$ cat config.mk
export PLATFORM = sky130hd
export DESIGN_NAME = luhn_card_number_check_flat
export DESIGN_NICKNAME = d
export VERILOG_FILES = /design/src/lcc_pkg.sv /design/src/lcc_if.sv /design/src/lcc_cell.sv /design/src/lcc_digit_chain.sv /design/src/lcc_luhn_acc.sv /design/src/luhn_card_number_check.sv /design/src/flat_wrapper.sv
export SDC_FILE = /design/constraint.sdc
export NUM_CORES = 1
export LEC_CHECK = 0
export BUFFER_PORTS_ARGS = -buffer_cell sky130_fd_sc_hd__buf_2
export CORE_MARGIN = 5
export CORE_UTILIZATION = 30
export CTS_CLUSTER_SIZE = 40
export DETAILED_ROUTE_END_ITERATION = 12
export SYNTH_ARGS = -nofsm -noshare
export SYNTH_HDL_FRONTEND = slang
export SYNTH_HIERARCHICAL = 1
export SYNTH_SLANG_ARGS = --single-unit
$ cat constraint.sdc
create_clock -name clk -period 10 [get_ports clk]
set_clock_uncertainty 0.15 [all_clocks]
set_input_delay 2 -clock clk [delete_from_list [all_inputs] [get_ports clk]]
set_output_delay 2 -clock clk [all_outputs]
set_load 0.01 [all_outputs]
$ cat src/lcc_pkg.sv
// Shared widths, codes and control structs for the Luhn card number check.
// No dependencies; every other file refers to it by scoped names.
package lcc_pkg;

  localparam int CARD_W     = 63;   // binary card number width
  localparam int MAX_DIGITS = 19;   // decimal digits held by the cell chain
  localparam int DIGIT_W    = 4;    // one BCD digit
  localparam int COUNT_W    = 5;    // digit_count field
  localparam int CLASS_W    = 2;    // issuer_class field
  localparam int BIT_CNT_W  = $clog2(CARD_W);
  localparam int IDX_W      = $clog2(MAX_DIGITS);

  // Decimal arithmetic constants.
  localparam int DEC_BASE     = 10;
  localparam int DABBLE_LIMIT = 5;
  localparam int DABBLE_ADJ   = 3;
  localparam int DOUBLE_FOLD  = 9;

  // Issuer class codes.
  localparam logic [CLASS_W-1:0] CLS_NONE   = 2'd0;
  localparam logic [CLASS_W-1:0] CLS_LEN15  = 2'd1;
  localparam logic [CLASS_W-1:0] CLS_LEN16  = 2'd2;
  localparam logic [CLASS_W-1:0] CLS_LEAD4  = 2'd3;

  // Length and prefix constants for classification.
  localparam logic [COUNT_W-1:0] LEN_13 = 5'd13;
  localparam logic [COUNT_W-1:0] LEN_15 = 5'd15;
  localparam logic [COUNT_W-1:0] LEN_16 = 5'd16;

  typedef struct packed {
    logic clear;   // zero every digit
    logic dabble;  // shift one binary bit in, with add-3 correction
    logic scan;    // shift digits one place toward the low end
  } lcc_cell_ctrl_t;

  typedef struct packed {
    logic clear;   // start a new number
    logic step;    // take the low digit of the chain
    logic ovf;     // top cell carried out: too many digits
  } lcc_acc_ctrl_t;

  typedef struct packed {
    logic [CLASS_W-1:0] issuer_class;
    logic               checksum_ok;
    logic [COUNT_W-1:0] digit_count;
  } lcc_result_t;

endpackage

$ cat src/lcc_if.sv
// Valid/ready channel interfaces for card numbers in and check results out.
// Depends on lcc_pkg for payload widths.
interface lcc_in_if;
  logic                        valid;
  logic                        ready;
  logic [lcc_pkg::CARD_W-1:0]  card_number;

  modport source (output valid, output card_number, input ready);
  modport sink   (input valid, input card_number, output ready);
endinterface

interface lcc_out_if;
  logic                         valid;
  logic                         ready;
  logic [lcc_pkg::CLASS_W-1:0]  issuer_class;
  logic                         checksum_ok;
  logic [lcc_pkg::COUNT_W-1:0]  digit_count;

  modport source (output valid, output issuer_class, output checksum_ok,
                  output digit_count, input ready);
  modport sink   (input valid, input issuer_class, input checksum_ok,
                  input digit_count, output ready);
endinterface

$ cat src/lcc_cell.sv
// One BCD digit cell: double-dabble step or digit shift toward the low end.
// Depends on lcc_pkg.
module lcc_cell (
  input  logic                          clk,
  input  lcc_pkg::lcc_cell_ctrl_t       ctrl,
  input  logic                          bit_in,
  input  logic [lcc_pkg::DIGIT_W-1:0]   digit_in,
  output logic [lcc_pkg::DIGIT_W-1:0]   digit,
  output logic                          carry_out
);

  logic [lcc_pkg::DIGIT_W-1:0] corr;

  // Add 3 when the digit would reach ten after doubling.
  always_comb begin
    if (digit >= lcc_pkg::DIGIT_W'(lcc_pkg::DABBLE_LIMIT)) begin
      corr = digit + lcc_pkg::DIGIT_W'(lcc_pkg::DABBLE_ADJ);
    end else begin
      corr = digit;
    end
  end

  assign carry_out = corr[lcc_pkg::DIGIT_W-1];

  always_ff @(posedge clk) begin
    if (ctrl.clear) begin
      digit <= '0;
    end else if (ctrl.dabble) begin
      digit <= {corr[lcc_pkg::DIGIT_W-2:0], bit_in};
    end else if (ctrl.scan) begin
      digit <= digit_in;
    end
  end

endmodule

$ cat src/lcc_digit_chain.sv
// Row of BCD digit cells: binary bits enter at the low cell, carries ripple
// one cell per cycle; in scan mode digits move down to the low end.
// Depends on lcc_pkg and lcc_cell.
module lcc_digit_chain (
  input  logic                          clk,
  input  lcc_pkg::lcc_cell_ctrl_t       ctrl,
  input  logic                          serial_bit,
  output logic [lcc_pkg::DIGIT_W-1:0]   digit_lo,
  output logic                          top_carry
);

  logic [lcc_pkg::DIGIT_W-1:0] digits [lcc_pkg::MAX_DIGITS];
  logic                        carry  [lcc_pkg::MAX_DIGITS];

  for (genvar i = 0; i < lcc_pkg::MAX_DIGITS; i++) begin : g_cell
    logic                        bit_in;
    logic [lcc_pkg::DIGIT_W-1:0] digit_in;

    if (i == 0) begin : g_low
      assign bit_in = serial_bit;
    end else begin : g_mid
      assign bit_in = carry[i-1];
    end

    if (i == lcc_pkg::MAX_DIGITS - 1) begin : g_top
      assign digit_in = '0;
    end else begin : g_below
      assign digit_in = digits[i+1];
    end

    lcc_cell u_cell (
      .clk       (clk),
      .ctrl      (ctrl),
      .bit_in    (bit_in),
      .digit_in  (digit_in),
      .digit     (digits[i]),
      .carry_out (carry[i])
    );
  end

  assign digit_lo  = digits[0];
  assign top_carry = carry[lcc_pkg::MAX_DIGITS-1];

endmodule

$ cat src/lcc_luhn_acc.sv
// Luhn accumulator: takes one decimal digit per cycle from the low end,
// keeps the sum mod 10, digit count and the two leading digits, and
// classifies the issuer. Depends on lcc_pkg.
module lcc_luhn_acc (
  input  logic                          clk,
  input  lcc_pkg::lcc_acc_ctrl_t        ctrl,
  input  logic [lcc_pkg::DIGIT_W-1:0]   digit,
  input  logic [lcc_pkg::IDX_W-1:0]     index,
  output lcc_pkg::lcc_result_t          result
);

  logic [lcc_pkg::DIGIT_W-1:0] sum;
  logic [lcc_pkg::COUNT_W-1:0] count;
  logic [lcc_pkg::DIGIT_W-1:0] lead;
  logic [lcc_pkg::DIGIT_W-1:0] second;
  logic [lcc_pkg::DIGIT_W-1:0] prev;
  logic                        ovf;

  logic [lcc_pkg::DIGIT_W:0]   twice;
  logic [lcc_pkg::DIGIT_W:0]   folded;
  logic [lcc_pkg::DIGIT_W-1:0] addend;
  logic [lcc_pkg::DIGIT_W:0]   raw;
  logic [lcc_pkg::DIGIT_W-1:0] sum_next;

  always_comb begin
    twice = {digit, 1'b0};
    if (twice >= (lcc_pkg::DIGIT_W+1)'(lcc_pkg::DEC_BASE)) begin
      folded = twice - (lcc_pkg::DIGIT_W+1)'(lcc_pkg::DOUBLE_FOLD);
    end else begin
      folded = twice;
    end
    // Odd positions from the right are doubled.
    addend = index[0] ? folded[lcc_pkg::DIGIT_W-1:0] : digit;
    raw    = {1'b0, sum} + {1'b0, addend};
    if (raw >= (lcc_pkg::DIGIT_W+1)'(lcc_pkg::DEC_BASE)) begin
      sum_next = lcc_pkg::DIGIT_W'(raw - (lcc_pkg::DIGIT_W+1)'(lcc_pkg::DEC_BASE));
    end else begin
      sum_next = raw[lcc_pkg::DIGIT_W-1:0];
    end
  end

  always_ff @(posedge clk) begin
    if (ctrl.clear) begin
      sum    <= '0;
      count  <= '0;
      lead   <= '0;
      second <= '0;
      prev   <= '0;
      ovf    <= 1'b0;
    end else begin
      if (ctrl.ovf) begin
        ovf <= 1'b1;
      end
      if (ctrl.step) begin
        sum  <= sum_next;
        prev <= digit;
        if (digit != '0) begin
          count  <= lcc_pkg::COUNT_W'(index) + lcc_pkg::COUNT_W'(1);
          lead   <= digit;
          second <= prev;
        end
      end
    end
  end

  logic ok;
  logic pair_3x;
  logic pair_5x;

  always_comb begin
    ok      = (sum == '0);
    pair_3x = (lead == 4'd3) && (second == 4'd4 || second == 4'd7);
    pair_5x = (lead == 4'd5) && (second >= 4'd1) && (second <= 4'd5);

    result.issuer_class = lcc_pkg::CLS_NONE;
    result.checksum_ok  = ok;
    result.digit_count  = count;
    if (ovf) begin
      result.checksum_ok = 1'b0;
      result.digit_count = lcc_pkg::COUNT_W'(lcc_pkg::MAX_DIGITS);
    end else if (ok && count != '0) begin
      if (count == lcc_pkg::LEN_15 && pair_3x) begin
        result.issuer_class = lcc_pkg::CLS_LEN15;
      end else if (count == lcc_pkg::LEN_16 && pair_5x) begin
        result.issuer_class = lcc_pkg::CLS_LEN16;
      end else if ((count == lcc_pkg::LEN_13 || count == lcc_pkg::LEN_16)
                   && lead == 4'd4) begin
        result.issuer_class = lcc_pkg::CLS_LEAD4;
      end
    end
  end

endmodule

$ cat src/luhn_card_number_check.sv
// Top level of the Luhn card number check: sequencer, input shift register,
// BCD cell chain, Luhn accumulator and output register.
// Depends on lcc_pkg, lcc_if, lcc_digit_chain and lcc_luhn_acc.
//
//   channel     | dir | payload                                   | handshake
//   ------------+-----+-------------------------------------------+-------------
//   card_in     | in  | card_number[62:0]                         | valid/ready
//   result_out  | out | issuer_class[1:0] checksum_ok digit_count | valid/ready
//
// Each number passes through the transfer cycle itself, one bit per cycle through
// the double-dabble cell chain, one digit per cycle into the Luhn accumulator,
// then the load of the output register, from which the result is offered.
// One number is in work at a time; a new one is taken while the previous
// result still sits in the output register.
// A stall on result_out holds the finished result in the sequencer until
// the output register frees up. Reset (rst, synchronous) returns the sequencer
// to idle and empties the output register; the shift register, cell chain and
// accumulator are not reset.
module luhn_card_number_check (
  input  logic            clk,
  input  logic            rst,
  lcc_in_if.sink          card_in,
  lcc_out_if.source       result_out
);

  typedef enum logic [3:0] {
    ST_IDLE   = 4'b0001,
    ST_CONV   = 4'b0010,
    ST_SCAN   = 4'b0100,
    ST_FINISH = 4'b1000
  } state_t;

  state_t                           state;
  logic [lcc_pkg::CARD_W-1:0]       shreg;
  logic [lcc_pkg::BIT_CNT_W-1:0]    bit_cnt;
  logic [lcc_pkg::IDX_W-1:0]        dig_idx;
  lcc_pkg::lcc_result_t             res;
  logic                             res_valid;

  lcc_pkg::lcc_cell_ctrl_t          cell_ctrl;
  lcc_pkg::lcc_acc_ctrl_t           acc_ctrl;
  lcc_pkg::lcc_result_t             acc_result;
  logic [lcc_pkg::DIGIT_W-1:0]      digit_lo;
  logic                             top_carry;
  logic                             take;
  logic                             res_free;

  // A number transfers only while the sequencer is idle.
  assign card_in.ready = (state == ST_IDLE);
  assign take          = card_in.valid && card_in.ready;
  assign res_free      = !res_valid || result_out.ready;

  // Steer the cell chain and accumulator from the sequencer state.
  always_comb begin
    cell_ctrl.clear  = take;
    cell_ctrl.dabble = (state == ST_CONV);
    cell_ctrl.scan   = (state == ST_SCAN);

    acc_ctrl.clear   = take;
    acc_ctrl.step    = (state == ST_SCAN);
    // Any carry out of the top cell means the number has too many digits.
    acc_ctrl.ovf     = (state == ST_CONV) && top_carry;
  end

  lcc_digit_chain u_chain (
    .clk        (clk),
    .ctrl       (cell_ctrl),
    .serial_bit (shreg[lcc_pkg::CARD_W-1]),
    .digit_lo   (digit_lo),
    .top_carry  (top_carry)
  );

  lcc_luhn_acc u_acc (
    .clk    (clk),
    .ctrl   (acc_ctrl),
    .digit  (digit_lo),
    .index  (dig_idx),
    .result (acc_result)
  );

  // Sequencer: load, convert MSB first, scan digits LSB first, hand off.
  always_ff @(posedge clk) begin
    if (rst) begin
      state   <= ST_IDLE;
      bit_cnt <= '0;
      dig_idx <= '0;
    end else begin
      case (state)
        ST_IDLE: begin
          if (take) begin
            bit_cnt <= '0;
            state   <= ST_CONV;
          end
        end
        ST_CONV: begin
          if (bit_cnt == lcc_pkg::BIT_CNT_W'(lcc_pkg::CARD_W - 1)) begin
            dig_idx <= '0;
            state   <= ST_SCAN;
          end else begin
            bit_cnt <= bit_cnt + lcc_pkg::BIT_CNT_W'(1);
          end
        end
        ST_SCAN: begin
          if (dig_idx == lcc_pkg::IDX_W'(lcc_pkg::MAX_DIGITS - 1)) begin
            state <= ST_FINISH;
          end else begin
            dig_idx <= dig_idx + lcc_pkg::IDX_W'(1);
          end
        end
        ST_FINISH: begin
          if (res_free) begin
            state <= ST_IDLE;
          end
        end
        default: begin
          state <= ST_IDLE;
        end
      endcase
    end
  end

  // Input shift register: load on transfer, advance one bit per conversion cycle.
  always_ff @(posedge clk) begin
    if (take) begin
      shreg <= card_in.card_number;
    end else if (state == ST_CONV) begin
      shreg <= {shreg[lcc_pkg::CARD_W-2:0], 1'b0};
    end
  end

  // Output register: fill from the accumulator, drop on transfer.
  always_ff @(posedge clk) begin
    if (rst) begin
      res_valid <= 1'b0;
    end else if (state == ST_FINISH && res_free) begin
      res_valid <= 1'b1;
    end else if (result_out.ready) begin
      res_valid <= 1'b0;
    end
  end

  always_ff @(posedge clk) begin
    if (state == ST_FINISH && res_free) begin
      res <= acc_result;
    end
  end

  assign result_out.valid        = res_valid;
  assign result_out.issuer_class = res.issuer_class;
  assign result_out.checksum_ok  = res.checksum_ok;
  assign result_out.digit_count  = res.digit_count;

  // A transfer starts conversion on the next cycle.
  a_take_starts_conv: assert property (@(posedge clk) disable iff (rst)
    take |=> state == ST_CONV)
    else $error("transfer did not start conversion");

  // The last scan step hands over to the finishing state.
  a_scan_ends: assert property (@(posedge clk) disable iff (rst)
    (state == ST_SCAN && dig_idx == lcc_pkg::IDX_W'(lcc_pkg::MAX_DIGITS - 1))
    |=> state == ST_FINISH)
    else $error("scan did not end after the last digit");

  // A failed checksum never carries an issuer class.
  a_bad_sum_no_class: assert property (@(posedge clk) disable iff (rst)
    (result_out.valid && !result_out.checksum_ok)
    |-> result_out.issuer_class == lcc_pkg::CLS_NONE)
    else $error("issuer class set on failed checksum");

  // Digit count never exceeds the chain length.
  a_count_range: assert property (@(posedge clk) disable iff (rst)
    result_out.valid
    |-> result_out.digit_count <= lcc_pkg::COUNT_W'(lcc_pkg::MAX_DIGITS))
    else $error("digit count out of range");

  // A result is loaded only into a free output register.
  a_load_free: assert property (@(posedge clk) disable iff (rst)
    (state == ST_FINISH && res_valid && !result_out.ready)
    |=> state == ST_FINISH)
    else $error("result left finishing state while output was stalled");

endmodule
$ cat src/flat_wrapper.sv
// flat-port wrapper written by rule: the top's interface ports become plain ports
module luhn_card_number_check_flat 
  (clk, rst, card_in_valid, card_in_card_number, card_in_ready, result_out_valid, result_out_issuer_class, result_out_checksum_ok, result_out_digit_count, result_out_ready);
  lcc_in_if card_in_i ();
  lcc_out_if result_out_i ();
  input  logic clk;
  input  logic rst;
  input wire logic [$bits(card_in_i.valid)-1:0] card_in_valid;
  input wire logic [$bits(card_in_i.card_number)-1:0] card_in_card_number;
  output wire logic [$bits(card_in_i.ready)-1:0] card_in_ready;
  output wire logic [$bits(result_out_i.valid)-1:0] result_out_valid;
  output wire logic [$bits(result_out_i.issuer_class)-1:0] result_out_issuer_class;
  output wire logic [$bits(result_out_i.checksum_ok)-1:0] result_out_checksum_ok;
  output wire logic [$bits(result_out_i.digit_count)-1:0] result_out_digit_count;
  input wire logic [$bits(result_out_i.ready)-1:0] result_out_ready;
  assign card_in_i.valid = card_in_valid;
  assign card_in_i.card_number = card_in_card_number;
  assign card_in_ready = card_in_i.ready;
  assign result_out_valid = result_out_i.valid;
  assign result_out_issuer_class = result_out_i.issuer_class;
  assign result_out_checksum_ok = result_out_i.checksum_ok;
  assign result_out_digit_count = result_out_i.digit_count;
  assign result_out_i.ready = result_out_ready;
  luhn_card_number_check u_core (.clk(clk), .rst(rst), .card_in(card_in_i), .result_out(result_out_i));
endmodule
==> metrics.csv, run 1 <==
stage;metric;value;unit
run_status;status;finished, final reports clean;
final_layout;P&R area growth vs syn;13.3;%
routing;Total Wirelength;21600;um
critical_path;worst setup path class;in2reg;
final_layout;commonest non-fill, non-tap cells in the layout;280 x nand2_1, 114 x dfxtp_1, 107 x nor2_1, 85 x a21oi_1, 76 x buf_2;
timing;Peak Freq;0.236;GHz
final_layout;Final Cell Area;11800;sq um
synthesis;Async S/R FF share, synth;0;%
critical_path;crit start category;input pin;
timing;relative max-transition margin;31.3;%
timing;max-slew violation count;0;
clock_network;CTS Hold Buffers Added;0;
pwr;total power;1.73;mW
place;Setup WS pre-CTS;5.26;ns
clock_network;H-tree levels;4;
final_layout;area of the multi-input gates;5590;sq um
timing;Slew @ Worst Pin;1.03;ns
synthesis;sequential cell area fraction in the yosys report;42.4;%
routing;1st-pass router iterations;5;
timing;fin crit period;4.24;ns
run;# Max-Cap Violations;0;
routing;via count;8464;
global_routing;initial antenna violation count;0;
timing;RSZ-0062 raised after global routing;no;
pwr;P per Cell Area;147;nW/um^2
final_layout;number of diodes;0;
critical_path;nature of the critical path endpoint;register;
routing;DR DRC count;0;
timing;setup tns final;0;ns
clock_network;setup bufs post-CTS;0;
timing;count of final setup violators;0;
critical_path;Worst EP arrival;4.44;ns
critical_path;Worst R2R Path Depth;15;
routing;vias per std cell;4.89;
place;Area after DPL;11200;sq um
global_routing;global-route wire length before repair;36900;um
global_routing;Overflow after GRT;0;
pwr;peak supply drop;0.126;mV
timing;Hold Fails Final Rpt;0;
synthesis;number of synthesized flops with an enable pin;71;
routing;post-route ant nets;0;
critical_path;Critical R2R Launch;u_core/u_chain/g_cell[0].u_cell/digit[1];
die;core area;34400;sq um
global_routing;GRT Overall Usage;11.1;%
place;gpl congestion;0.744;
place;Port Buffers;76;
final_layout;flip-flop and latch area;4410;sq um
worst_hold_path;Min-Delay Path Class;reg2reg;
critical_path;flop2flop setup slack;6.38;ns
final_layout;commonest non-fill, non-tap cell in the layout;nand2_1;
clock_network;clk sink count;185;
clock_network;clock buffer depth;2;
critical_path;crit path from;card_in_valid;
synthesis;Gate Count Post-Synth;1198;
routing;Routed WL per cell;12.5;um
synthesis;Yosys top cell by area;dfxtp_1;
routing;DRT iter0 DRCs;656;
clock_network;clock latency on the worst-skew pair;0.44;ns
clock_network;clock root cell;clkbuf_16;
clock_network;Resized cells post-CTS;0;
critical_path;reg-to-reg endpoint;u_core/u_acc/sum[1];
synthesis;Primary FF master, synth;dfxtp_1;
die;starting density of the core;30.3;%
die;I/O pins;77;
critical_path;Crit path required time;10.19;ns
die;die area;38600;sq um
synthesis;Mapped Area;10400;sq um
synthesis;synth warn;6;
critical_path;CP max FO;135;
final_layout;FILL cells;3555;
synthesis;synthesized area per cell;8.70;sq um
global_routing;vias in the first global route;7880;
final_layout;layout cells sized above 1;11.9;%
final_layout;Final #Nets;1380;
die;Die X-Extent;196;um
place;Final HPWL DP;13700;um
clock_network;CTS Buf Count;17;
global_routing;pin count of the biggest net entering global routing;136;
clock_network;Clock transition at path regs;0.07;ns
pwr;Leak;4.30;nW
final_layout;end-of-flow core utilization;34.3;%
clock_network;CTS tree;built;
timing;fin crit share;42.4;%
synthesis;Area contributors post-synth;dfxtp_1 22%, edfxtp_1 20%, nand2_1 10%;
critical_path;crit path to;u_core/u_chain/g_cell[6].u_cell/digit[1];
die;site row count;68;
synthesis;Seq cells post-synth;185;
timing;setup ws final;5.76;ns
die;die height;196;um
synthesis;Synth top area share;21.9;%
synthesis;post-synth cell types;65;
logic make-up (layout without fill, tap and decap cells):
family                   Yosys count  count (layout)  share of synthesized area, %
AND/OR/NAND/NOR                  544             544                          25.3
other                              1               4                        0.0360
XOR/XNOR                           7               7                         0.589
flip-flops                       185             185                          42.4
AO/OA/AOI/OAI                    271             271                          16.7
adder cells (fa/ha/maj)           51              51                          6.20
buffers and inverters             91             165                          4.16
multiplexers                      48              48                          4.62
layout make-up:
type	instances	share of cell area, %
timing repair buffer	82	3.61
multi-input combinational	925	47.4
clock inverter	14	1.44
clock buffer	18	3.64
tap	455	4.82
sequential	185	37.4
inverter	51	1.71
cell usage after synthesis (20+ instances only):
| master | instances |
|---|---|
| nor2_1 | 107 |
| nand2_1 | 281 |
| ha_1 | 50 |
| a31oi_1 | 23 |
| edfxtp_1 | 71 |
| nand4b_1 | 20 |
| inv_1 | 49 |
| mux2i_1 | 47 |
| o311ai_1 | 20 |
| nand2b_1 | 30 |
| a21oi_1 | 85 |
| o21ai_0 | 64 |
| o21a_1 | 20 |
| nor3b_1 | 22 |
| dfxtp_1 | 114 |
worst min-delay path by stage:
| stage | cells past startpoint | startpoint | end | slack [ns] |
|---|---|---|---|---|
| after detailed placement | 2 | u_core/u_acc/prev[2] | u_core/u_acc/prev[2] | 0.31 |
| after global routing | 2 | u_core/u_acc/prev[2] | u_core/u_acc/prev[2] | 0.33 |
| after CTS | 2 | u_core/u_acc/prev[2] | u_core/u_acc/prev[2] | 0.32 |
| final | 2 | u_core/u_acc/prev[2] | u_core/u_acc/prev[2] | 0.32 |
| after floorplan | 2 | u_core/u_acc/prev[2] | u_core/u_acc/prev[2] | 0.30 |
| after global placement | 2 | u_core/u_acc/prev[2] | u_core/u_acc/prev[2] | 0.31 |
sequential cells by signal (all words and copies together) (netlist names), 5 cells and up:
| register | cells |
|---|---|
| u_core/bit_cnt | 6 |
| u_core/u_acc/count | 5 |
| u_core/result_out.digit_count | 5 |
| u_core/u_chain/g_cell.u_cell/digit | 76 |
| u_core/dig_idx | 5 |
| u_core/shreg | 63 |
worst max-delay path, cell delays in order:
cell and delay, ns:
buf_2 0.12, nand2_2 0.05, buf_4 0.55, inv_6 0.45
buf_4 0.48, or4b_1 0.58, o311ai_1 0.10
report_power, final:
part / leakage (nW) / internal (mW) / switching, mW
Sequential: 1.60 / 0.844 / 0.0277
Combinational: 2.41 / 0.0550 / 0.107
Clock: 0.281 / 0.395 / 0.304
layer usage:
layer  GRT usage [%]  share of wire (%)  vias to the layer above
li1                -                  -                     4374
met1            14.6                 48                     3973
met2            18.6                 47                      102
met3            2.41                3.3                       15
met4            2.82               0.91                        0
met5               0                  0                        -
metrics by stage:
stage	instances	hold WS (ns)
5_1_grt	1730	0.333
2_1_floorplan	1201	0.300
4_1_cts	1730	0.321
3_5_place_dp	1698	0.310
3_3_place_gp	1698	0.313
6_report	1730	0.322
Power figures use the tool's default switching activity.
==> run 2, diff against run 1 <==
==> constraint.sdc (replaced) <==
create_clock -name clk -period 4.1 [get_ports clk]
set_clock_uncertainty 0.15 [all_clocks]
set_input_delay 0.82 -clock clk [delete_from_list [all_inputs] [get_ports clk]]
set_output_delay 0.82 -clock clk [all_outputs]
set_load 0.01 [all_outputs]
==> metrics.csv, run 2 (synthesis gave the netlist of run 1 again) <==
stage;metric;value;unit
global_routing;Overflow after GRT;0;
timing;setup tns final;0;ns
place;Port Buffers;76;
final_layout;Final #Nets;1383;
routing;vias per std cell;4.87;
global_routing;GRT Overall Usage;10.9;%
timing;Hold Fails Final Rpt;0;
timing;fin crit period;3.59;ns
global_routing;global-route wire length before repair;36700;um
critical_path;Crit path required time;4.29;ns
place;placed cells;1701;
timing;tightest hold margin;0.323;ns
die;site row count;68;
final_layout;P&R area growth vs syn;13.4;%
critical_path;worst setup path class;reg2reg;
die;Die X-Extent;196;um
routing;post-route ant nets;0;
timing;fin crit share;87.5;%
routing;Total Wirelength;21600;um
clock_network;setup bufs post-CTS;0;
die;starting density of the core;30.3;%
timing;relative max-transition margin;45.3;%
clock_network;clock latency on the worst-skew pair;0.43;ns
final_layout;Largest Register;u_core/u_chain/g_cell.u_cell/digit;
pwr;peak supply drop;0.290;mV
clock_network;clock buffer depth;2;
clock_network;Clock transition at path regs;0.07;ns
run_status;status;finished, final reports clean;
clock_network;clk sink count;185;
die;die height;196;um
clock_network;CTS tree;built;
final_layout;Final Cell Area;11800;sq um
clock_network;H-tree levels;4;
pwr;Leak;4.32;nW
routing;Routed WL per cell;12.5;um
timing;count of final setup violators;0;
global_routing;initial antenna violation count;0;
critical_path;nature of the critical path endpoint;register;
place;Final HPWL DP;13900;um
place;Area after DPL;11300;sq um
critical_path;CP max FO;7;
die;core area;34400;sq um
timing;max-slew violation count;0;
final_layout;Non-Filler Instances;1732;
die;I/O pins;77;
routing;via count;8443;
critical_path;crit start category;register;
final_layout;number of diodes;0;
clock_network;clock root cell;clkbuf_16;
final_layout;layout cells sized above 1;11.9;%
die;die area;38600;sq um
clock_network;CTS Buf Count;17;
final_layout;commonest non-fill, non-tap cells in the layout;280 x nand2_1, 114 x dfxtp_1, 107 x nor2_1, 85 x a21oi_1, 76 x buf_2;
clock_network;CTS Hold Buffers Added;0;
pwr;P per Cell Area;349;nW/um^2
routing;1st-pass router iterations;5;
timing;Slew @ Worst Pin;0.820;ns
routing;DR DRC count;0;
critical_path;Worst EP arrival;3.78;ns
place;gpl congestion;0.769;
timing;Peak Freq;0.279;GHz
global_routing;vias in the first global route;7924;
run;# Max-Cap Violations;0;
worst_hold_path;Min-Delay Path Class;reg2reg;
final_layout;largest registers;u_core/u_chain/g_cell.u_cell/digit: 76 flops, u_core/shreg: 63 flops, u_core/bit_cnt: 6 flops;
clock_network;Resized cells post-CTS;0;
final_layout;max reg flops;76;
routing;DRT iter0 DRCs;444;
final_layout;commonest non-fill, non-tap cell in the layout;nand2_1;
timing;RSZ-0062 raised after global routing;no;
global_routing;pin count of the biggest net entering global routing;150;
pwr;total power;4.13;mW
run 2: cell types whose count changed in the layout (fill, tap and decap cells not counted), moves of 2 or more:
cell / delta
clkinvlp_4: -2
clkbuf_1: +3
inv_6: -3
buf_12: +3
clkinv_2: +2
bufinv_16: -2
run 2: worst paths after layout:
kind | from | end | slack (ns) | cells past startpoint
worst min-delay path | u_core/u_acc/prev[2] | u_core/u_acc/prev[2] | 0.32 | 2
worst max-delay path | u_core/u_chain/g_cell[0].u_cell/digit[1] | u_core/u_acc/sum[1] | 0.51 | 15
worst min register to register | u_core/u_acc/prev[2] | u_core/u_acc/prev[2] | 0.32 | 2
worst max register to register | u_core/u_chain/g_cell[0].u_cell/digit[1] | u_core/u_acc/sum[1] | 0.51 | 15
run 2: critical path, cell delays in order, from the launching register on:
cell	delay, ns
dfxtp_1	0.44
inv_1	0.14
ha_1	0.19
nand2b_1	0.14
a21oi_1	0.28
xnor2_1	0.16
nand2_1	0.08
o21a_1	0.15
fa_1	0.43
xnor2_1	0.18
inv_1	0.07
ha_1	0.20
o31a_1	0.21
o211ai_2	0.13
or3_1	0.33
a311oi_2	0.22
run 2: power by group:
group | switching (mW) | internal, mW | total (mW)
combinational | 0.267 | 0.143 | 0.409
clock | 0.700 | 0.893 | 1.59
sequential | 0.0671 | 2.06 | 2.13
run 2: final cells by class:
class / instances / area (sq um)
fill: 3584 / 22600
multi-input combinational: 925 / 5590
sequential: 185 / 4410
tap: 455 / 569
clock buffer: 24 / 487
timing repair buffer: 85 / 485
inverter: 51 / 201
clock inverter: 7 / 67.6
run 2: through the flow:
stage          util [%]  setup slack, ns
6_report           34.4            0.513
3_3_place_gp       32.8            0.604
2_1_floorplan         -            0.812
3_5_place_dp       32.8            0.524
4_1_cts            34.4            0.490
5_1_grt            34.4            0.211
run 2: layer usage:
| layer | routed length, um | global-route usage (%) |
|---|---|---|
| met1 | 10600 | 14.8 |
| met2 | 10200 | 17.9 |
| met3 | 563 | 1.88 |
| met4 | 190 | 2.97 |
| met5 | 0 | 0 |
